## config.mk

```make
export PLATFORM = sky130hd
export DESIGN_NAME = gacs_ram
export DESIGN_NICKNAME = d
export VERILOG_FILES = /design/src/hdl/gacs_ram.sv
export SDC_FILE = /design/constraint.sdc
export NUM_CORES = 2
export LEC_CHECK = 0
export ABC_CLOCK_PERIOD_IN_PS = 3400
export BUFFER_PORTS_ARGS = -buffer_cell sky130_fd_sc_hd__buf_2
export CAP_MARGIN = 25
export CORE_UTILIZATION = 35
export DETAILED_ROUTE_END_ITERATION = 6
export PLACE_DENSITY = 0.51
export RECOVER_POWER = 50
export SLEW_MARGIN = 20
export SYNTH_ARGS = -nofsm -noshare
export SYNTH_HDL_FRONTEND = slang
export SYNTH_SLANG_ARGS = --single-unit
```

## constraint.sdc

```tcl
create_clock -name clk -period 3.4 [get_ports clk]
set_input_delay 0.17 -clock clk [delete_from_list [all_inputs] [get_ports clk]]
set_output_delay 0.17 -clock clk [all_outputs]
set_load 0.01 [all_outputs]
```

## src/hdl/gacs_ram.sv

```systemverilog
module gacs_ram #(
    parameter int WIDTH = 8,
    parameter int DEPTH = 256
) (
    input  logic                     clk,
    input  logic                     wr_en,
    input  logic [$clog2(DEPTH)-1:0] wr_addr,
    input  logic [WIDTH-1:0]         wr_data,
    input  logic                     rd_en,
    input  logic [$clog2(DEPTH)-1:0] rd_addr,
    output logic [WIDTH-1:0]         rd_data
);

    logic [WIDTH-1:0] mem_reg [DEPTH];
    logic [WIDTH-1:0] rd_data_reg;

    // one write port, one registered read port
    always_ff @(posedge clk)
    begin
        if (wr_en)
        begin
            mem_reg[wr_addr] <= wr_data;
        end
        if (rd_en)
        begin
            rd_data_reg <= mem_reg[rd_addr];
        end
    end

    assign rd_data = rd_data_reg;

endmodule

```

Word level (Yosys, flattened, before mapping)

Memories as Yosys holds them, arrays and structs flattened. A register that Yosys moved wholly into a read port is not among the register bits.
Cells that the tools add are included.

RAM bits: 2,048
Flip-flop bits (word level): 0
Latch bits: 0
Memories kept: 1
Memory bits (read-only): 0

Memory list:

| memory  | depth | bits a word | read ports | clocked after Yosys merged registers in | write ports | RTL line | RTL |
|---|---|---|---|---|---|---|---|
| mem_reg | 256   | 8           | 1          | 1                                       | 1           | 14       | `logic [WIDTH-1:0] mem_reg [DEPTH];` |

Eq/ne operators: 0
Add/subtract/negate cells: 0
Bitwise logic cells: 0
$mul: 0
Shift operators: 0
Reductions and logical operators: 0
Magnitude comparators: 0
Divide/modulo/power cells: 0
Muxes and demuxes: 2

Operators by type and width:

| cell             | number |
|---|---|
| 1-bit 2-to-1 mux | 2 |

Longest topological paths before layout

Word-level depth: 2
Gate-level depth with buffers: 11
Depth with buffers taken out: 6

Worst setup path before layout

OpenSTA, ideal clock, no wires.

Path type: input to register
Start: input port rd_addr[0]
End: register rd_data_reg[2] (netlist: rd_data[2]) (read register of mem_reg) (data pin)
Path slack: 1,154 ps
Cell stages on the path: 9
Arrival time: 1,977 ps
Required time: 3,131 ps
Path buffers: 4
Library setup time: 269 ps
Cells stage by stage: buf_6 buf_12 buf_8 buf_2 mux4_2 a22oi_1 a21oi_1 nor4_1 nor4_2

RTL lines:

| what               | RTL line | RTL |
|---|---|---|
| start: declaration | 10       | `input logic [$clog2(DEPTH)-1:0] rd_addr,` |
| end: declaration   | 15       | `logic [WIDTH-1:0] rd_data_reg;` |

Worst setup path in the final report

Start: input port wr_data[7]
End: memory mem_reg[84][7] (data pin)

RTL lines:

| what               | RTL line | RTL |
|---|---|---|
| start: declaration | 8        | `input logic [WIDTH-1:0] wr_data,` |
| end: declaration   | 14       |  |

Straight into the memory's write port.

==> impl_metrics.toml <==
[synth]
synth_edf_count = 2056
syn_area_sq_um = 79600
synthFlopType = "edfxtp_1"
async_flop_share = 0
synth_compound_area_frac = 0.0342
synth_top_family_by_area = "multiplexers"
ys_seq_area_frac = 0.775
synthSimpleGateAreaFrac = 0.0263
synth_area_leaders = "edfxtp_1 (78%), mux4_2 (13%), mux2i_1 (1.7%)"
postSynthAreaPerCell_sq_um = 21.3
synth_xor_xnor_area_share = 0
yosysUniqueCellTypes = 54
yosysTopAreaCell = "edfxtp_1"
synth_top_area_share = 0.775
synth_seq_cells = 2056
post_synth_inst_count = 3733
syn_nets = 3760
synth_common_cells = "edfxtp_1 (2056), mux4_2 (454), nor2_1 (282)"
muxShareOfSynthArea = 0.146
yosys.area_share.adder = 0
yosysWarningCount = 0
yosys.cell_count.top_type = "edfxtp_1"

[worst_setup_path]
cp_data_arrival_time_ps = 3130
path_cells = "dlygate4sd3_1, buf_8, clkbuf_1"
cp_top_family = "buffers and inverters"
r2r_cells = 7
path_buf_inv = 3
rr_startpoint = "mem_reg[83][6]$_DFFE_PP_"
worstPathRequired_ps = 3740
r2r_end = "rd_data[6]$_DFFE_PP_"
cp_max_fo = 130
cp-start-kind = "input pin"
crit_type = "input pin to flip-flop"
crit_path_end_kind = "flip-flop"
cpPeakStageDelay_ps = 1540
slowest_stage = "clkbuf_1"
r2r_setup_slack_ps = 690

[run_status]
status = "finished, violations left"
violations = "capacitance limit, slew limit"

[finish]
num-nets-final = 4170
largest_reg_flops = 2048
fillers = 20000
layout-drive-gt1-share = 0.270
stdcell_area_sq_um = 92200
final_util = 0.409
area_delta_synth_final_pct = 15.8

[route]
drcViolationCount = 0
firstDrtPassIters = 5
vias = 39300
postRouteAntennaNets = 0
wl_um = 213000
routedWlPerCell_um = 29.1
drtIter0Drc = 3798
viasPerCell = 5.36

[global_routing]
grt_pass1_wl_um = 304000
globalRouteOverflowTotal = 0
track_usage = 0.186
grt_pass1_vias = 40500
grt_antenna_before_repair = 17
grt_max_degree = 131

[power]
p_per_area_nw_per_um2 = 575
ir_drop_mv = 0.595
leakage_nw = 28.7

[sta]
fin_crit_sh = 0.821
grt_setup_unrepaired = "false"
period_needed_ps = 2790
tns_ps = 0
finalMaxSlewViolations = 603
hold_violations = 0
worstMarginPinSlew_ps = 2350
maxSlewHeadroom = -0.567
fmax_ghz = 0.358
setup_violations = 0
clock_skew_ps = 40.0

[clocking]
cts_tree = "done"
clkTransAtPathRegs_ps = 60
root_buffer = "clkbuf_16"
cts.htree.levels = 4
cts_buffers = 208
insertion_delay_ps = 850
cts.sink_count = 2056
clock_path_buffers = 3

[die]
core_area_sq_um = 226000
start_util = 0.353
io_pins = 35
die_h_um = 479
die_area_sq_um = 229000
fp.dieW_um = 479
core.rowCount = 174

[worst_hold_path]
min_path_cells = 4
hold_path.class = "input pin to flip-flop"
hold_end = "mem_reg[172][0]$_DFFE_PP_"
min_from = "wr_addr[2]"

[placement]
gp_congestion = 0.807
place_area_sq_um = 85600
hpwl_um = 134000
port_buffers = 34

[job]
cap_viol_max_count = 9
## where the power goes
group	internal (W)	switching, W	total, W	leakage [nW]
combinational	0.000949	0.00174	0.00269	7.01
clock	0.0124	0.00985	0.0223	3.22
sequential	0.0280	0.0000381	0.0280	18.5
total	0.0414	0.0116	0.0530	28.7
## worst reg2reg max path: stages (launching register included)
cell	delay [ps]
edfxtp_1	360
mux4_2	490
a22o_1	300
a221oi_2	470
o32ai_2	190
nor3_1	400
buf_4	200
nor4_2	40
## cell families after synthesis
kind of cell | Yosys count
mux | 591
flops | 2056
simple gates | 466
buf+inv | 235
compound gates | 385
## placed cells by master, fill, tap and decap left out, types with 8 or more instances in the layout
master and instances:
a211oi_1 16, a21oi_1 96, a221oi_1 13, a22o_1 8
a22oi_1 133, buf_12 32, buf_2 20, buf_4 323
bufinv_16 14, clkbuf_1 71, clkbuf_16 210, clkbuf_2 11
clkinv_1 57, clkinv_2 42, diode_2 11, dlygate4sd3_1 12
edfxtp_1 2056, mux2i_1 134, mux4_2 454, nand2_1 33
nand2b_1 8, nand3_1 28, nand4_1 10, nor2_1 279
nor2b_1 28, nor3_1 21, nor4_1 23, o211ai_1 10
o21ai_0 10, o221ai_1 46, o22ai_1 28
## layer usage
metal / up-vias / global-route usage / wire length, um
li1: 16600 / - / -
met1: 21200 / 0.258 / 91400
met2: 1203 / 0.303 / 104000
met3: 296 / 0.0311 / 12700
met4: 0 / 0.0484 / 5370
met5: - / 0 / 0
## area by class of cell
class | count | area, sq um | area share
timing repair buffer | 433 | 3540 | 0.0384
antenna | 11 | 27.5 | 0.000299
sequential | 2056 | 61700 | 0.670
inverter | 2 | 7.51 | 0.0000814
clock inverter | 137 | 1180 | 0.0128
multi-input combinational | 1442 | 16500 | 0.179
clock buffer | 252 | 5410 | 0.0587
tap | 2992 | 3740 | 0.0406
## through the flow
stage	hold WS, ps	total power [W]	cells	setup WS [ps]
5_1_grt	79.1	0.0545	7318	406
3_5_place_dp	676	0.0313	6913	115
2_1_floorplan	269	0.0299	3733	1150
6_report	83.3	0.0530	7325	608
3_3_place_gp	659	0.0313	6912	-298
4_1_cts	8.69	0.0535	7314	698
## what timing repair did
item / 4_1_cts / 5_1_grt
gates resized for setup: 0 / 0
buffers inserted: 0 / 0
hold buffers: 12 / 0
endpoints found under the hold margin: 597 / 0
## worst max path at each step
stage | from | endpoint | slack (ps) | depth (start not counted)
floorplan | rd_addr[0] | rd_data[2]$_DFFE_PP_ | 1150 | 9
global placement | rd_addr[4] | rd_data[3]$_DFFE_PP_ | -300 | 8
detailed placement | rd_addr[0] | rd_data[7]$_DFFE_PP_ | 110 | 8
CTS | mem_reg[138][7]$_DFFE_PP_ | rd_data[7]$_DFFE_PP_ | 700 | 7
global route | wr_data[7] | mem_reg[84][7]$_DFFE_PP_ | 410 | 3
finish | wr_data[7] | mem_reg[84][7]$_DFFE_PP_ | 610 | 3
No activity file was read; power rests on OpenSTA's default activity.
