### src/hdl/gacs_pkg.sv
package gacs_pkg;

    // configuration limits
    localparam int MAX_CELLS_PER_ROW = 32;
    localparam int TEXTURE_SIZE      = 1024;

    // field widths
    localparam int CODE_W  = 16;
    localparam int SIZE_W  = 11;
    localparam int CPR_W   = 6;
    localparam int CFG_W   = 11;
    localparam int CELL_W  = 10;
    localparam int COORD_W = 10;
    localparam int SIZE_MAX = 1024;

    // grid geometry derived from the limits
    localparam int GRID_W     = $clog2(MAX_CELLS_PER_ROW);
    localparam int N_W        = GRID_W + 1;
    localparam int SLOT_W     = 2 * GRID_W;
    localparam int SLOT_COUNT = MAX_CELLS_PER_ROW * MAX_CELLS_PER_ROW;
    localparam int CODE_COUNT = 1 << CODE_W;

    // table entry layouts: valid bit on top
    localparam int C2C_W = SLOT_W + 1;
    localparam int CTC_W = CODE_W + 1;

    // register indexes
    localparam logic [0:0] REG_CELL_SIZE     = 1'b0;
    localparam logic [0:0] REG_CELLS_PER_ROW = 1'b1;

    // row and column of a cell; packed form equals row * MAX + col
    typedef struct packed {
        logic [GRID_W-1:0] row;
        logic [GRID_W-1:0] col;
    } cell_pos_t;

    // what the geometry unit reports for a cell
    typedef struct packed {
        logic [CELL_W-1:0]  index;
        logic [COORD_W-1:0] x;
        logic [COORD_W-1:0] y;
    } cell_geom_t;

endpackage

### src/hdl/gacs_geom.sv
module gacs_geom (
    input  gacs_pkg::cell_pos_t          pos,
    input  logic [gacs_pkg::N_W-1:0]     n,
    input  logic [gacs_pkg::SIZE_W-1:0]  size,
    output gacs_pkg::cell_geom_t         geom
);
    import gacs_pkg::*;

    localparam int PROD_W = GRID_W + SIZE_W;
    localparam int IDX_W  = GRID_W + N_W + 1;

    logic [PROD_W-1:0] prod_x;
    logic [PROD_W-1:0] prod_y;
    logic [IDX_W-1:0]  idx_sum;

    // texel coordinates, saturated at the texture edge
    assign prod_x = PROD_W'(pos.col) * PROD_W'(size);
    assign prod_y = PROD_W'(pos.row) * PROD_W'(size);

    // linear index with the current row length
    assign idx_sum = IDX_W'(pos.row) * IDX_W'(n) + IDX_W'(pos.col);

    always_comb
    begin
        geom.index = idx_sum[CELL_W-1:0];
        if (prod_x > PROD_W'(TEXTURE_SIZE - 1))
        begin
            geom.x = COORD_W'(TEXTURE_SIZE - 1);
        end
        else
        begin
            geom.x = prod_x[COORD_W-1:0];
        end
        if (prod_y > PROD_W'(TEXTURE_SIZE - 1))
        begin
            geom.y = COORD_W'(TEXTURE_SIZE - 1);
        end
        else
        begin
            geom.y = prod_y[COORD_W-1:0];
        end
    end

endmodule

### config.mk
export PLATFORM = sky130hd
export DESIGN_NAME = gacs_geom
export DESIGN_NICKNAME = d
export VERILOG_FILES = /design/src/hdl/gacs_pkg.sv /design/src/hdl/gacs_geom.sv
export SDC_FILE = /design/constraint.sdc
export NUM_CORES = 1
export LEC_CHECK = 0
export BUFFER_PORTS_ARGS = -buffer_cell sky130_fd_sc_hd__buf_2
export CORE_MARGIN = 5
export CORE_UTILIZATION = 40
export DETAILED_ROUTE_END_ITERATION = 10
export PLACE_DENSITY = 0.69
export REMOVE_ABC_BUFFERS = 1
export SYNTH_ARGS = -nofsm -noshare
export SYNTH_HDL_FRONTEND = slang
export SYNTH_SLANG_ARGS = --single-unit
### constraint.sdc
create_clock -name vclk -period 19.2
set_clock_uncertainty 0.2 [all_clocks]
set_input_delay 5.76 -clock vclk [all_inputs]
set_output_delay 5.76 -clock vclk [all_outputs]
set_load 0.01 [all_outputs]
=== After elaboration in Yosys (flattened, before gate mapping) ===
Cells that the tools add are included.

* Register bits after elaboration: 0
* Input bits: 27

* $add $sub $neg: 1
* Multiply operators: 3
* Magnitude comparators: 2
* Multiplexer cells: 2

{| class="wikitable"
|+ Operator list
! cell !! count
|-
| $gt 16x10->1 const B || 2
|-
| $mul 5x11->16 || 2
|-
| $mux 10 || 2
|-
| $add 10x5->10 || 1
|-
| $mul 5x6->10 || 1
|}

=== Depth between registers and ports, before layout ===
Gate-level depths: netlist of run 1.

* Depth after elaboration: 3
* Gate-level depth with buffers: 16

=== Least setup slack after synthesis of run 1 ===
OpenSTA, ideal clock, no wires.

* Path kind: in2out
* Start: input size[3] in the netlist's numbering
* End: output geom[10] in the netlist's numbering
* Arrival: 9.702 ns
* Data required time: 13.240 ns
* Setup slack: 3.538 ns
* Stages on the path: 14
* Path buffers: 1
* Cell sequence: clkbuf_1 and2_1 fa_1 fa_1 inv_1 fa_1 inv_1 ha_1 a21oi_1 o211ai_2 a311oi_1 mux2_4 a2111oi_4 nand3_1

{| class="wikitable"
|+ RTL lines
! what !! RTL line !! text
|-
| start: declaration || gacs_geom.sv:4 || <nowiki>input logic [gacs_pkg::SIZE_W-1:0] size,</nowiki>
|-
| end: declaration || gacs_geom.sv:5 || <nowiki>output gacs_pkg::cell_geom_t geom</nowiki>
|}

==> flow_summary.toml, run 1 <==
[pwr]
power_frac_seq_pct = 0
power.leakage_nw = 2.65
power_mw = 0.342
pwr-share-clk_pct = 0
power_density_nw_per_um2 = 65.9
p_switching_mw = 0.199
sw_frac_of_total_pct = 58.3
internal-power_mw = 0.143
power_frac_comb_pct = 100.0
ir_drop_v = 0.0000472

[floorplanning]
pin_count = 57
num_rows = 40
coreArea_um2 = 11900
die_h_um = 120
die_w_um = 120
die_area_um2 = 14300
initial_utilization_pct = 40.3

[global_routing]
first_global_vias = 4146
grt_start_max_net_pins = 18
grt_pass1_wl_um = 18700
grt_usage_pct = 14.8
grt_overflow = 0
antenna_found_initial = 0

[placed_design]
gp_congestion = 0.854
port_buffers = 57
hpwlAfterDp_um = 8810

[sta]
rsz0062_at_grt = "false"
setup_tns_ns = 0
min_period_over_period_pct = 83.0
layout_min_cycle_time_ns = 15.94
final_hold_viol_count = 0
slew_viol_final = 0
tightest_slew_ns = 0.739
fmax_mhz = 62.7
relSlewSlack_pct = 49.3
setup_viol = 0

[layout]
register_area_um2 = 0
nFillCells = 1215
drive_gt1_share_pct = 10.6
seq_cells = 0
antenna_cells = 0
fin_nets = 801
nClkBuffers = 0
area_growth_pct = 8.29

[detailed_routing]
drt-initial-drc-count = 191
met3_length_um = 260
wl_per_cell_um = 13.1
met2_length_um = 5260
drcViolationCount = 0
avgViaCountPerCell = 5.21
wl_met1_um = 4680
wl_um = 10200
antenna_left = 0
vias = 4075
drt-pass1-iter-count = 4
top_layer = "met4"

[clocking]
hold_buffers = 0
postCtsSetupRepairBufs = 0
ctsResizeCount = 0

[setup_path]
cp.arrival_ns = 9.98
start_kind = "input port"
worstSetupEndpointType = "output pin"
cp.required_ns = 13.24
crit_type = "input port to output pin"
crit_fanout = 10
startpoint = "size[6]"

[synth]
synth_cell_types = 59
syn_area_um2 = 4800
syn_inst = 596
syn_avg_cell_area_um2 = 8.05
ys_seq_area_share_pct = 0
yosysWarnings = 0

[worst_hold_path]
hold_start = "size[0]"
hp-class = "input port to output pin"

[run]
drv_cap = 0

[status]
status = "complete, no violations"
==> path summary, 6_finish.rpt <==
path,to,slack (ns),depth (start not counted)
setup / recovery,geom[10],3.26,15
hold / removal,geom[10],11.79,4
==> critical path: stages <==
cell       delay [ns]
buf_2            0.16
and2_1           0.19
fa_1             0.51
fa_1             0.55
inv_1            0.05
fa_1             0.52
inv_1            0.04
ha_1             0.39
a21oi_1          0.17
o21ai_1          0.13
a311oi_1         0.33
mux2_4           0.35
a2111oi_4        0.49
nand3_1          0.14
buf_2            0.18
==> area by class of cell <==
type	instances	area (um^2)	share of cell area, %
multi-input combinational	477	4350	83.7
inverter	101	379	7.29
timing repair buffer	57	285	5.49
tap	147	184	3.54
==> cells by family after synthesis <==
family / share of synthesized area (%)
simple gates: 26.8
fa+ha+maj: 46.7
buf+inv: 9.38
compound gates: 12.8
xor+xnor: 3.83
mux: 0.521
==> cells in the final DEF (no fill, tap or decap), drive strengths merged, types with 5 or more instances in the layout <==
cell type    n
o21ai       10
inv        101
nor2        13
xor2         7
a21o         9
nor2b        6
and2        96
nand4       13
ha          67
buf         57
nand3       17
o211ai       5
nor4         9
nand2       60
fa          70
xnor2       14
a21oi       23
==> metal layers <==
metal,up-vias,track usage [%]
met1,1977,20.5
met5,-,0
met4,0,0.286
met3,2,0.330
li1,2039,-
met2,57,27.4
==> power by group through the flow <==
stage | Combinational (mW) | Clock, mW | Sequential, mW
2_1_floorplan | 0.265 | 0 | 0
3_3_place_gp | 0.335 | 0 | 0
3_5_place_dp | 0.342 | 0 | 0
4_1_cts | 0.344 | 0 | 0
5_1_grt | 0.391 | 0 | 0
6_report | 0.342 | 0 | 0
==> cell usage after synthesis (2+ instances only) <==
cell | number | area, um^2
nand4_1 | 12 | 75.1
inv_1 | 101 | 379
nand3b_1 | 2 | 15.0
xor2_1 | 7 | 61.3
a22oi_1 | 2 | 15.0
a21o_1 | 8 | 60.1
ha_1 | 67 | 838
o21ai_1 | 2 | 10.0
xnor2_1 | 14 | 123
nor2b_1 | 6 | 37.5
nand2b_1 | 3 | 18.8
o211a_1 | 2 | 20.0
o21ai_0 | 8 | 40.0
nand3_1 | 17 | 85.1
a21boi_1 | 2 | 15.0
a31oi_1 | 4 | 25.0
o211ai_1 | 4 | 30.0
a311oi_1 | 2 | 17.5
nor3_1 | 3 | 15.0
a21oi_1 | 22 | 110
buf_2 | 3 | 15.0
nor2_1 | 13 | 48.8
o21bai_1 | 2 | 15.0
or3_1 | 3 | 18.8
and3_1 | 4 | 25.0
nor4_1 | 8 | 50.1
and2_1 | 96 | 601
a2111oi_0 | 2 | 17.5
fa_1 | 70 | 1400
o31a_1 | 2 | 17.5
o21a_1 | 4 | 30.0
nand2_1 | 60 | 225
clkbuf_1 | 15 | 56.3
==> through the flow <==
stage               instance area (um^2)  setup WS, ns  cells  util (%)  hold WS [ns]
floorplan                           4730          3.71    578         -         11.46
global placement                    5200          3.31    782      43.6         11.77
detailed placement                  5200          3.22    782      43.6         11.79
CTS                                 5200          3.23    782      43.6         11.79
global route                        5200          2.90    782      43.6         11.82
finish                              5200          3.26    782      43.6         11.79
No activity file was read; power rests on OpenSTA's default activity.
==> run 2, diff against run 1 <==
ABC_AREA = 1   (was not set)
PLACE_DENSITY = 0.71   (was 0.69)
clock period = 14.3 ns   (was 19.2 ns; I/O delays follow)
==> flow_summary.toml, run 2 <==
[detailed_routing]
drt-initial-drc-count = 147
wl_per_cell_um = 10.4
vias = 4494
drcViolationCount = 0
wl_um = 10500
antenna_left = 0
drt-pass1-iter-count = 4
avgViaCountPerCell = 4.44

[pwr]
power_mw = 0.446
power.leakage_nw = 3.71
power_density_nw_per_um2 = 82.0
ir_drop_v = 0.0000398

[layout]
fin_cells = 1012
final_common_cell = "nand2_1"
register_area_um2 = 0
fin_area_um2 = 5440
area_growth_pct = 7.98
mostFrequentLayoutCells = "nand2_1, inv_1, fa_1"
seq_cells = 0
antenna_cells = 0
final_util_pct = 43.6
nClkBuffers = 0
fin_nets = 1006
drive_gt1_share_pct = 8.45

[placed_design]
dpl.cell_count = 1012
pre_cts_ws_ns = 1.85
hpwlAfterDp_um = 9370
place_area_um2 = 5440
gp_congestion = 0.917
port_buffers = 57

[floorplanning]
pin_count = 57
coreArea_um2 = 12500
die_area_um2 = 14900
initial_utilization_pct = 40.4
die_h_um = 122
num_rows = 41
die_w_um = 122

[setup_path]
worstSetupEndpointType = "output pin"
crit_type = "input port to output pin"
cp_cell_sequence = "buf_2 -> nand2_1 -> inv_1 -> fa_1 -> fa_1 -> inv_1 -> fa_1 -> inv_1 -> ha_1 -> nand2_1 -> nor2_1 -> nand3_1 -> nand3_1 -> nand2_1 -> nand2_1 -> nand3_2 -> nor2_4 -> nand2_1 -> buf_2"
crit_slowest_cell = "fa_1"
cp.arrival_ns = 7.94
cp_common_cell = "nand2_1"
critPathTopFamily = "adder cells"
cpPeakStageDelay_ns = 0.56
start_kind = "input port"
crit_fanout = 12
cp.required_ns = 9.81
worstPathBufferInverterCount = 5

[worst_hold_path]
hp-class = "input port to output pin"

[synth]
ys_seq_area_share_pct = 0
yosysWarnings = 0
yosysTopAreaCell = "fa_1"
synth_cell_types = 22
syn_area_um2 = 5040
synth_top_area_share_pct = 27.8
syn_avg_cell_area_um2 = 6.23
synthTopCellsByArea = "fa_1, nand2_1, inv_1"
syn_inst = 809
synthTopCellsByCount = "nand2_1, inv_1, fa_1, ha_1, nand3_1"
synth_most_common_cell = "nand2_1"

[sta]
tightest_slew_ns = 0.349
fmax_mhz = 80.5
hold_ws_ns = 8.81
relSlewSlack_pct = 76.8
setup_tns_ns = 0
rsz0062_at_grt = "false"
layout_min_cycle_time_ns = 12.43
slew_viol_final = 0
layout_setup_ws_ns = 1.87
setup_viol = 0
min_period_over_period_pct = 86.9
final_hold_viol_count = 0

[global_routing]
grt_overflow = 0
grt_start_max_net_pins = 18
first_global_vias = 4526
grt_pass1_wl_um = 19100
grt_usage_pct = 14.8
antenna_found_initial = 0

[status]
status = "complete, no violations"

[clocking]
ctsResizeCount = 0
postCtsSetupRepairBufs = 0
hold_buffers = 0

[run]
drv_cap = 0
-- run 2: per-layer routing --
metal,routed length [um],track usage [%]
met1,4710,19.0
met2,5470,28.1
met3,187,0.511
met4,150,2.31
met5,0,0
-- run 2: final timing paths --
path | cells past startpoint | slack, ns | endpoint | startpoint
worst max-delay path | 19 | 1.87 | geom[18] | pos[2]
worst min-delay path | 4 | 8.81 | geom[10] | size[0]
-- run 2: logic make-up after synthesis --
logic type               after synthesis  share of synthesized area [%]
AO/OA/AOI/OAI                         23                           2.51
XOR/XNOR                              20                           3.48
adder cells (fa/ha/maj)              137                           44.5
buffers and inverters                275                           20.5
AND/OR/NAND/NOR                      354                           29.0
-- run 2: layout make-up --
type | count | area (um^2)
Tap cell | 172 | 215
Inverter | 249 | 935
Fill cell | 1336 | 7030
Timing Repair Buffer | 57 | 285
Multi-Input combinational cell | 534 | 4000
-- run 2: where the power goes --
group          internal (mW)  switching, mW  total, mW
Sequential                 0              0          0
Clock                      0              0          0
Combinational          0.171          0.275      0.446
Total                  0.171          0.275      0.446
