### config.mk
export PLATFORM = sky130hd
export DESIGN_NAME = gacs_alloc
export DESIGN_NICKNAME = d
export VERILOG_FILES = /design/src/hdl/gacs_pkg.sv /design/src/hdl/gacs_alloc.sv
export SDC_FILE = /design/constraint.sdc
export NUM_CORES = 1
export LEC_CHECK = 0
export ABC_AREA = 1
export BUFFER_PORTS_ARGS = -buffer_cell sky130_fd_sc_hd__buf_2
export CAP_MARGIN = 20
export CORE_ASPECT_RATIO = 0.6
export CORE_MARGIN = 3
export CORE_UTILIZATION = 35
export DETAILED_ROUTE_END_ITERATION = 16
export GPL_ROUTABILITY_DRIVEN = 0
export GPL_TIMING_DRIVEN = 0
export PLACE_DENSITY = 0.65
export SYNTH_ARGS = -nofsm -noshare
export SYNTH_HDL_FRONTEND = slang
export SYNTH_SLANG_ARGS = --single-unit
### constraint.sdc
create_clock -name clk -period 4.6 [get_ports clk]
set_input_delay 0.69 -clock clk [delete_from_list [all_inputs] [get_ports clk]]
set_output_delay 0.69 -clock clk [all_outputs]
set_load 0.02 [all_outputs]
### src/hdl/gacs_pkg.sv
package gacs_pkg;

    // configuration limits
    localparam int MAX_CELLS_PER_ROW = 32;
    localparam int TEXTURE_SIZE      = 1024;

    // field widths
    localparam int CODE_W  = 16;
    localparam int SIZE_W  = 11;
    localparam int CPR_W   = 6;
    localparam int CFG_W   = 11;
    localparam int CELL_W  = 10;
    localparam int COORD_W = 10;
    localparam int SIZE_MAX = 1024;

    // grid geometry derived from the limits
    localparam int GRID_W     = $clog2(MAX_CELLS_PER_ROW);
    localparam int N_W        = GRID_W + 1;
    localparam int SLOT_W     = 2 * GRID_W;
    localparam int SLOT_COUNT = MAX_CELLS_PER_ROW * MAX_CELLS_PER_ROW;
    localparam int CODE_COUNT = 1 << CODE_W;

    // table entry layouts: valid bit on top
    localparam int C2C_W = SLOT_W + 1;
    localparam int CTC_W = CODE_W + 1;

    // register indexes
    localparam logic [0:0] REG_CELL_SIZE     = 1'b0;
    localparam logic [0:0] REG_CELLS_PER_ROW = 1'b1;

    // row and column of a cell; packed form equals row * MAX + col
    typedef struct packed {
        logic [GRID_W-1:0] row;
        logic [GRID_W-1:0] col;
    } cell_pos_t;

    // what the geometry unit reports for a cell
    typedef struct packed {
        logic [CELL_W-1:0]  index;
        logic [COORD_W-1:0] x;
        logic [COORD_W-1:0] y;
    } cell_geom_t;

endpackage

### src/hdl/gacs_alloc.sv
module gacs_alloc (
    input  logic                      clk,
    input  logic                      rst_n,
    input  logic                      adv,
    input  logic [gacs_pkg::N_W-1:0]  n,
    output gacs_pkg::cell_pos_t       next_pos
);
    import gacs_pkg::*;

    logic [GRID_W-1:0] row_reg;
    logic [GRID_W-1:0] col_reg;
    logic [N_W-1:0]    col_inc;
    logic [N_W-1:0]    row_inc;

    // round-robin step in row-major order, wrap outside the grid
    always_comb
    begin
        col_inc = {1'b0, col_reg} + N_W'(1);
        row_inc = {1'b0, row_reg};
        if (col_inc >= n)
        begin
            col_inc = '0;
            row_inc = {1'b0, row_reg} + N_W'(1);
        end
        if (row_inc >= n)
        begin
            row_inc = '0;
            col_inc = '0;
        end
        next_pos.row = row_inc[GRID_W-1:0];
        next_pos.col = col_inc[GRID_W-1:0];
    end

    // pointer counters
    always_ff @(posedge clk or negedge rst_n)
    begin
        if (!rst_n)
        begin
            row_reg <= '0;
            col_reg <= '0;
        end
        else if (adv)
        begin
            row_reg <= next_pos.row;
            col_reg <= next_pos.col;
        end
    end

endmodule

=== After elaboration in Yosys (flattened, before gate mapping) ===
Index checks and enable logic that the tools add are counted.

* Add/sub/neg operators: 2
* Magnitude comparators: 2
* Multiplexer cells: 4

{| class="wikitable"
|+ Operators with widths
! operator !! number
|-
| 2-to-1 mux 5 bit || 3
|-
| adder 5 x 1 -> 6 bit, second input constant || 2
|-
| greater-or-equal comparator 6 bit || 2
|-
| 2-to-1 mux 6 bit || 1
|}

* Output and inout bits: 10
* Flip-flop bits (word level): 10
* Input bits: 9
* Logic and storage cells: 10

=== Longest topological paths before layout ===
Gate-level depths: netlist (run 1).

* Depth in word-level cells: 5
* Mapped depth: 22
* Depth with buffers taken out: 22

=== Worst setup path before layout (run 1) ===
No wires, ideal clock.

* Kind: register to output
* Start point: register col_reg[0]
* End point: output next_pos[0] in the netlist's numbering
* Cell stages (with the launch flop): 18
* Buffers on the path: 0
* Data arrival time: 3.033 ns
* Slack: 0.877 ns
* Cells stage by stage: dfrtp_1 -> ha_1 -> nand3_1 -> xor2_1 -> inv_1 -> ha_1 -> nand2_2 -> nor2_1 -> nand2_2 -> nand2_4 -> inv_1 -> nor4_2 -> ha_1 -> a21oi_1 -> nand3_4 -> nor2_8 -> inv_2 -> nor2_1

{| class="wikitable"
|+ RTL lines
! item !! RTL line !! source
|-
| start: declaration || gacs_alloc.sv:11 || <nowiki>logic [GRID_W-1:0] col_reg;</nowiki>
|-
| start signal: assignment || gacs_alloc.sv:45 || <nowiki>col_reg <= next_pos.col;</nowiki>
|-
| end: declaration || gacs_alloc.sv:6 || <nowiki>output gacs_pkg::cell_pos_t next_pos</nowiki>
|}

==> results of run 1 <==
-- cell usage in the layout, fill, tap and decap left out, types with 2 or more instances in the layout --
cell type / n
inv_1: 24
ha_1: 14
nand3_1: 16
buf_2: 19
xor2_1: 5
nand2_1: 46
inv_2: 3
clkbuf_8: 3
a21oi_2: 2
nor2_1: 11
nand2_2: 6
nand4_1: 4
dfrtp_1: 9
-- worst max path at each step --
stage | cells after the start | end | from
after floorplan | 17 | next_pos[0] | col_reg[0]
after global placement | 18 | next_pos[4] | col_reg[0]
after detailed placement | 18 | next_pos[0] | col_reg[0]
after CTS | 18 | next_pos[0] | col_reg[0]
after global routing | 23 | next_pos[4] | col_reg[0]
final | 23 | next_pos[0] | col_reg[0]
-- metal layers --
metal | vias to the layer above | routed length [um] | GRT usage [%]
met2 | 31 | 973 | 20.1
met1 | 443 | 1220 | 18.4
met5 | - | 0 | 0
met3 | 4 | 155 | 5.19
li1 | 514 | - | -
met4 | 0 | 23 | 5.72
-- kinds of logic after synthesis --
kind of cell / synth area share [%]
adders and majority gates: 16.7
buffers and inverters: 10.5
and+or+nand+nor: 40.5
DFF: 23.9
xor gates and xnor gates: 5.02
AOI/OAI and AO/OA: 3.35
-- worst register-to-register path, cell delays in order, from the launching register on --
cell and delay, ns:
dfrtp_2 0.45, ha_1 0.24, nand3_1 0.10, xor2_1 0.19, inv_1 0.09, ha_1 0.29
nand2_2 0.06, nor2_1 0.16, nand2_2 0.14, nand2_4 0.16, nand2_1 0.09, nand2_2 0.08
inv_2 0.04, ha_1 0.26, inv_1 0.05, nand2_1 0.04, nand2_1 0.05, nand2_1 0.08
nand2_1 0.11, nand3_4 0.15, nor2_8 0.16, nand3_1 0.09, nand2_1 0.06
-- report_power, final --
group / internal (mW) / leakage (nW) / total, mW / switching, mW
combinational: 0.181 / 0.607 / 0.514 / 0.333
sequential: 0.121 / 0.131 / 0.163 / 0.0422
clock: 0.0569 / 0.0216 / 0.0866 / 0.0297
total: 0.359 / 0.760 / 0.764 / 0.405
-- cell type report --
class,instances,share of cell area (%)
buffer,1,0.406
timing repair buffer,18,7.30
tap,40,4.06
inverter,28,8.52
multi-input combinational,112,56.0
sequential,10,20.4
clock buffer,3,3.35
-- repair_timing --
action	CTS	global route
endpoints found under the setup margin	0	3
setup buffers	0	0
hold buffers	0	0
gates resized for setup	0	2
-- metrics by stage --
stage	hold WS, ns	worst slack (ns)	cells	area (um^2)
floorplan	0.394	0.877	151	1050
global placement	0.520	0.567	209	1190
detailed placement	0.519	0.512	209	1190
CTS	0.313	0.253	212	1230
global route	0.322	0.00581	212	1230
finish	0.310	0.378	212	1230
==> impl_metrics.csv, run 1 <==
group,metric,value,unit
yosys,netlist.area_leader.share,23.9,%
clocking,cts_tree,"yes",
worst_setup_path,ff2ff_path_depth,22,
yosys,netlist_area,1050,um^2
yosys,yosysUniqueCellTypes,21,
floorplanning,chipWidth,76.6,um
clocking,numClockSinks,10,
hold_path,hold_class,"in2async",
yosys,synth_most_common_cell,"nand2_1",
outcome,status,"finished clean",
yosys,synth_cells,151,
timing,finalSetupViolCount,0,
routing,wire_per_inst,11.2,um
timing,skew,0.00202,ns
yosys,synthTopCellsByArea,"dfrtp_1 (24%), ha_1 (17%), nand2_1 (16%), inv_1 (8.6%), nand3_1 (7.6%)",
run,drv_cap,0,
layout,fillCellCount,284,
timing,tns,0,ns
yosys,synth-edff-count,0,
timing,grt_setup_unrepaired,"no",
timing,finalMaxSlewViolations,0,
routing,routed-via-count,992,
routing,drc_errors,0,
yosys,syn_nets,174,
floorplanning,num_io_pins,19,
place,io_buffers,18,
floorplanning,fp.dieArea,3710,um^2
routing,viasPerCell,4.68,
layout,diodes,0,
global_routing,grt_overflow,0,
worst_setup_path,slowest_delay,0.45,ns
pwr,total_power,764,uW
floorplanning,die_h,48.4,um
routing,drt_iter0_markers,31,
clocking,cts_buffer_depth,2,
global_routing,grt_start_max_net_pins,11,
layout,finalNetCount,197,
clocking,numCtsBuffers,3,
floorplanning,core_area,2680,um^2
worst_setup_path,r2r-start,"col_reg[0]",
timing,hold_viol,0,
routing,dr.pass1.iters,4,
global_routing,grt_use_total,13.8,%
pwr,ir_drop,221,uV
layout,seq_area,251,um^2
yosys,syn_avg_cell_area,6.94,um^2
worst_setup_path,path_class,"reg2out",
worst_setup_path,crit_required,3.91,ns
routing,ant_nets,0,
worst_setup_path,path_delay_family,"simple AND/OR/NAND/NOR gates",
place,dp_hpwl,2050,um
yosys,ys_ff_latch,10,
clocking,clk-insertion-delay-late,0.23,ns
global_routing,first_global_vias,988,
yosys,ys.flop_type,"dfrtp_1",
pwr,pwr_density_cell,619,nW/um^2
worst_setup_path,crit_path_top_delay_cell,"dfrtp_2",
clocking,clk_pin_slew_worst_paths,0.04,ns
timing,timing.fmax,237,MHz
floorplanning,initial_core_util,39.1,%
layout,layout-drive-gt1-share,23.3,%
yosys,synthTopCellsByCount,"nand2_1 (46), inv_1 (24), nand3_1 (16), ha_1 (14), nor2_1 (11)",
clocking,root_buffer,"clkbuf_8",
pwr,p_leak,0.760,nW
clocking,cts_htree_levels,1,
yosys,ys_warn_count,0,
timing,period_needed,4.22,ns
layout,multiInputGateArea,691,um^2
worst_setup_path,crit_chain,"ha_1 -> nand3_1 -> xor2_1 -> inv_1 -> ha_1 -> nand2_2 -> nor2_1 -> nand2_2 -> nand2_4 -> nand2_1 -> nand2_2 -> inv_2 -> ha_1 -> inv_1 -> nand2_1 -> nand2_1 -> nand2_1 -> nand2_1 -> nand3_4 -> nor2_8 -> inv_2 -> nor2_1 -> buf_2",
layout,area_delta_synth_final,17.8,%
yosys,yosysTopAreaCell,"dfrtp_1",
routing,drt-total-wl,2370,um
worst_setup_path,critPathLaunchType,"flop",
timing,worst_pin_slew,0.275,ns
worst_setup_path,worstPathArrival,3.53,ns
worst_setup_path,cp_common_cell,"nand2_1",
timing,fin_crit_sh,91.8,%
worst_setup_path,cp-end-kind,"primary output",
timing,slew_headroom,81.6,%
worst_setup_path,worst-path-buf-inv,5,
yosys,seq_area_frac_synth,23.9,%
worst_setup_path,worst_r2r_endpoint,"col_reg[0]",
worst_setup_path,reg2reg_slack,1.37,ns
floorplanning,num_rows,14,
global_routing,grt_pass1_wl,4160,um
yosys,async_flop_share,100,%
global_routing,antenna_found_initial,0,
layout,final_util,46.0,%
worst_setup_path,cp_max_fo,8,
Note: power is estimated with default switching activity, not from simulation.
==> run 2, diff against run 1 <==
--- a/config.mk
+++ b/config.mk
@@ -12,8 +12,10 @@
 export CORE_MARGIN = 3
 export CORE_UTILIZATION = 35
+export CTS_BUF_LIST = sky130_fd_sc_hd__clkbuf_8
 export DETAILED_ROUTE_END_ITERATION = 16
 export GPL_ROUTABILITY_DRIVEN = 0
 export GPL_TIMING_DRIVEN = 0
 export PLACE_DENSITY = 0.65
+export REMOVE_ABC_BUFFERS = 1
 export SYNTH_ARGS = -nofsm -noshare
 export SYNTH_HDL_FRONTEND = slang
==> constraint.sdc (replaced) <==
create_clock -name clk -period 4.6 [get_ports clk]
set_input_delay 1.15 -clock clk [delete_from_list [all_inputs] [get_ports clk]]
set_output_delay 1.15 -clock clk [all_outputs]
set_load 0.02 [all_outputs]
==> run 2 against run 1 <==
Combinational power is 47% higher. Global-route usage increased by 0.61 points. Via count grew 9.7%. Power increased by 35%. Clock power rose by 25%. Sequential power about the same. Count of clock-buffer cells in the layout grew 1. Flip-flop and latch count stayed put. Wire length rose by 15%. Final cell count increased by 9.9%. First-iteration DRC count is 16% higher.
==> impl_metrics.csv, run 2 (same netlist as run 1, synthesis figures left out) <==
group,metric,value,unit
outcome,status,"finished clean",
layout,diodes,0,
global_routing,grt_use_total,14.4,%
layout,finish.instance_area,1610,um^2
layout,fillCellCount,249,
layout,final_util,60.0,%
global_routing,grt_pass1_wl,4400,um
hold_path,hold_class,"reg2reg",
layout,finalNonFillerCells,233,
hold_path,hold_path_end,"row_reg[4]",
timing,timing.hold.ws,0.531,ns
layout,final_cell_mix,"nand2_1 (38), buf_4 (22), inv_1 (18)",
clocking,numCtsBuffers,3,
layout,area_delta_synth_final,53.6,%
global_routing,grt_overflow,0,
worst_setup_path,crit_required,3.45,ns
place,io_buffers,18,
worst_setup_path,reg2reg_slack,1.39,ns
clocking,ctsHoldBuffers,0,
floorplanning,core_area,2680,um^2
timing,fin_crit_sh,96.9,%
worst_setup_path,worstPathArrival,3.31,ns
timing,hold_viol,0,
run,drv_cap,0,
floorplanning,die_h,48.4,um
global_routing,antenna_found_initial,0,
floorplanning,num_io_pins,19,
worst_setup_path,cp-end-kind,"primary output",
routing,wire_per_inst,11.7,um
routing,drt_iter0_markers,36,
layout,layout_commonest_cell,"nand2_1",
worst_setup_path,path_class,"in2out",
worst_setup_path,worst_r2r_endpoint,"col_reg[4]",
worst_setup_path,crit_start,"n[5]",
place,place_area,1180,um^2
timing,finalSetupViolCount,0,
timing,worst_pin_slew,0.288,ns
routing,dr.pass1.iters,4,
clocking,cts_htree_levels,1,
floorplanning,fp.dieArea,3710,um^2
floorplanning,chipWidth,76.6,um
timing,worst_slack,0.144,ns
worst_setup_path,r2r-start,"col_reg[0]",
global_routing,grt_start_max_net_pins,12,
pwr,total_power,1.03,mW
timing,period_needed,4.46,ns
routing,ant_nets,0,
hold_path,hold_start,"row_reg[4]",
clocking,cts_tree,"yes",
timing,slew_headroom,80.7,%
pwr,p_leak,0.875,nW
clocking,clk_pin_slew_worst_paths,0.04,ns
timing,tns,0,ns
floorplanning,num_rows,14,
clocking,numClockSinks,10,
worst_setup_path,ff2ff_path_depth,21,
routing,drt-total-wl,2730,um
floorplanning,initial_core_util,39.1,%
worst_setup_path,critPathLaunchType,"input pin",
place,dp.cells,208,
layout,finalNetCount,217,
timing,timing.fmax,224,MHz
hold_path,holdPathStages,2,
layout,layout-drive-gt1-share,48.2,%
clocking,cts_buffer_depth,2,
pwr,ir_drop,352,uV
routing,drc_errors,0,
routing,routed-via-count,1088,
pwr,pwr_density_cell,639,nW/um^2
place,pre_cts_ws,-0.162,ns
clocking,clk-insertion-delay-late,0.23,ns
global_routing,first_global_vias,990,
timing,skew,0.00513,ns
clocking,root_buffer,"clkbuf_8",
routing,viasPerCell,4.67,
timing,finalMaxSlewViolations,0,
worst_setup_path,cp_max_fo,7,
place,dp_hpwl,2030,um
[run 2: routing by layer]
metal  part of all wire (%)  GRT usage, %  vias to the layer above
li1                       -             -                      559
met1                     50          21.0                      497
met2                     44          21.9                       30
met3                    4.8          3.89                        2
met4                    1.0          1.81                        0
met5                      0             0                        -
[run 2: repair_timing]
item                       CTS  global route
resized for setup           12            40
setup buffers               10            11
pin swaps                    4            21
setup endpoints to repair   10            10
[run 2: how the worst max path moves through the flow]
stage                     slack, ns  depth (start not counted)     endpoint
after CTS                      0.01                         20  next_pos[6]
after global routing          -0.01                         21  next_pos[3]
after detailed placement      -0.16                         16  next_pos[0]
after global placement        -0.13                         16  next_pos[3]
after floorplan                0.18                         14  next_pos[0]
final                          0.14                         16  next_pos[3]
[run 2: critical path: stages]
cell,delay (ns)
buf_2,0.09
inv_2,0.04
ha_4,0.27
nand2_4,0.05
nor2_2,0.16
nand2_4,0.10
nand2_4,0.11
inv_2,0.06
nor4_2,0.13
ha_1,0.30
a21oi_2,0.24
nand3_4,0.18
nor2_8,0.14
inv_4,0.06
nor2_4,0.10
buf_6,0.12
[run 2: layout make-up]
class	count	area, um^2	area share [%]
flip-flops and latches	10	251	15.6
inverters	28	108	6.69
clock buffers	4	55.1	3.42
repair buffers	39	288	17.9
well taps	40	50.0	3.11
multi-input cells	112	857	53.3
[run 2: where the power goes]
| part | leakage, nW | internal [mW] | switching (mW) | total, mW |
|---|---|---|---|---|
| Clock | 0.0288 | 0.0751 | 0.0330 | 0.108 |
| Combinational | 0.716 | 0.340 | 0.413 | 0.754 |
| Sequential | 0.131 | 0.121 | 0.0453 | 0.166 |
| Total | 0.875 | 0.537 | 0.491 | 1.03 |
==> run 3, diff against run 2 <==
CORE_MARGIN = default   (was 3)
==> run 3 against run 2 <==
Power down 5.9%. Die area decreased by 13%. Sequential power is essentially flat. Wire length decreased by 1.2%. Core utilization fell by 2.7 points. Final cell count decreased by 2.6%. Design area down 5.1%. Maximum frequency shrank 0.49%. Via count shrank 2.8%. Sequential share of layout area rose by 0.85 points. Critical path type unchanged. Critical endpoint is now next_pos[9]. Largest power group unchanged. Highest routed layer is now met3.
==> impl_metrics.csv, run 3 (same netlist as run 1, synthesis figures left out) <==
group,metric,value,unit
outcome,status,"finished clean",
worst_setup_path,cp-end-kind,"primary output",
clocking,root_buffer,"clkbuf_8",
routing,dr.pass1.iters,4,
clocking,numClockSinks,10,
layout,diodes,0,
floorplanning,initial_core_util,39.3,%
global_routing,grt_use_total,17.2,%
routing,ant_nets,0,
clocking,cts_htree_levels,1,
floorplanning,die_h,44.4,um
global_routing,first_global_vias,946,
floorplanning,chipWidth,72.6,um
worst_setup_path,cp_max_fo,7,
clocking,clk-insertion-delay-late,0.23,ns
timing,slew_headroom,80.8,%
routing,top_layer,"met3",
layout,layout-drive-gt1-share,44.4,%
timing,period_needed,4.48,ns
routing,drc_errors,0,
layout,final_cell_mix,"nand2_1 (36), buf_4 (20), inv_1 (19)",
hold_path,holdPathStages,2,
worst_setup_path,worst_r2r_endpoint,"col_reg[3]",
layout,finish.instance_area,1530,um^2
global_routing,grt_overflow,0,
worst_setup_path,crit_chain,"buf_6 -> inv_2 -> ha_4 -> nand2_2 -> nand2_2 -> a21oi_4 -> nand2_4 -> nand2_2 -> nand2_2 -> inv_2 -> ha_4 -> inv_2 -> nand2_1 -> nand2_1 -> nand2_2 -> nand2_2 -> nand3_4 -> buf_4 -> nor2_1 -> buf_4",
timing,finalSetupViolCount,0,
routing,viasPerCell,4.66,
routing,drt_iter0_markers,29,
worst_setup_path,r2r-start,"col_reg[0]",
routing,routed-via-count,1057,
floorplanning,fp.dieArea,3220,um^2
worst_setup_path,path_delay_family,"simple AND/OR/NAND/NOR gates",
timing,timing.fmax,223,MHz
routing,met1_length,1410,um
worst_setup_path,crit_required,3.45,ns
clocking,clk_pin_slew_worst_paths,0.05,ns
clocking,cts_buffer_depth,2,
place,place_area,1180,um^2
hold_path,hold_class,"reg2reg",
place,io_buffers,18,
pwr,pwr_density_cell,634,nW/um^2
hold_path,hold_start,"row_reg[4]",
worst_setup_path,slowest_delay,0.28,ns
global_routing,grt_start_max_net_pins,12,
layout,area_delta_synth_final,45.8,%
routing,drt-total-wl,2700,um
pwr,p_leak,0.849,nW
clocking,numCtsBuffers,3,
worst_setup_path,path_class,"in2out",
floorplanning,num_rows,14,
floorplanning,core_area,2660,um^2
place,dp_hpwl,2010,um
global_routing,grt_pass1_wl,4180,um
worst_setup_path,critPathLaunchType,"input pin",
pwr,total_power,968,uW
timing,finalMaxSlewViolations,0,
worst_setup_path,ff2ff_path_depth,20,
pwr,ir_drop,293,uV
global_routing,antenna_found_initial,0,
timing,hold_viol,0,
timing,worst_pin_slew,0.287,ns
routing,met2WireLength,1190,um
layout,finalNetCount,211,
routing,route.met3.wl,95,um
worst_setup_path,worst-path-buf-inv,6,
routing,wire_per_inst,11.9,um
worst_setup_path,worstPathArrival,3.33,ns
worst_setup_path,crit_path_top_delay_cell,"a21oi_4",
worst_setup_path,reg2reg_slack,1.49,ns
worst_setup_path,cp_common_cell,"nand2_2",
run,drv_cap,0,
timing,skew,0.00476,ns
layout,layout_commonest_cell,"nand2_1",
hold_path,hold_path_end,"row_reg[4]",
clocking,cts_tree,"yes",
timing,fin_crit_sh,97.3,%
floorplanning,num_io_pins,19,
## run 3: cell types whose count changed in the layout (fill, tap and decap cells not counted), moves of 2 or more
cell / change
nand2_2: +4
nor2_1: +4
nor2_2: -3
buf_2: -2
buf_4: -2
buf_6: -2
nand2_1: -2
nand2_4: -2
## run 3: metrics by stage
| stage | setup WS [ns] | hold WS [ns] | cells | TNS [ns] | utilization (%) |
|---|---|---|---|---|---|
| detailed placement | -0.185 | 0.528 | 208 | -0.594 | 44.4 |
| finish | 0.122 | 0.554 | 227 | 0 | 57.3 |
| CTS | 0.00631 | 0.544 | 216 | 0 | 48.3 |
| floorplan | 0.175 | 0.490 | 150 | 0 | - |
| global placement | -0.116 | 0.521 | 208 | -0.344 | 44.4 |
| global route | -0.0440 | 0.584 | 227 | -0.175 | 57.3 |
## run 3: final cells by class
class	count	area, um^2
timing repair buffer	33	240
sequential	10	251
tap	40	50.0
inverter	28	108
multi-input combinational	112	822
fill	265	1140
clock buffer	4	55.1
## run 3: tightest hold or removal path, stage by stage, from the launching register on
cell	delay, ns
dfrtp_1	0.39
nand2_1	0.07
nand2_1	0.06
## run 3: worst max path at each step
stage / end / depth (start not counted) / startpoint
floorplan: next_pos[0] / 14 / n[5]
global placement: next_pos[4] / 16 / n[5]
detailed placement: next_pos[0] / 16 / n[5]
CTS: next_pos[6] / 20 / n[5]
global route: next_pos[9] / 21 / col_reg[2]
finish: next_pos[9] / 20 / n[3]
## run 3: power breakdown
part,switching (mW),internal [mW],leakage [nW]
logic,0.392,0.301,0.690
registers,0.0474,0.121,0.131
clock network,0.0320,0.0750,0.0288
## run 3: repair_timing
action	CTS	global route
buffers inserted	4	11
gates cloned	0	0
setup endpoints to repair	10	10
gates resized for setup	7	36
hold endpoints to repair	0	0
hold buffers	0	0
pin swaps	2	18
## run 3: per-layer routing
metal	global-route usage, %	up-vias
li1	-	546
met1	24.9	489
met2	27.3	22
met3	4.78	0
met4	0.392	0
met5	0	-
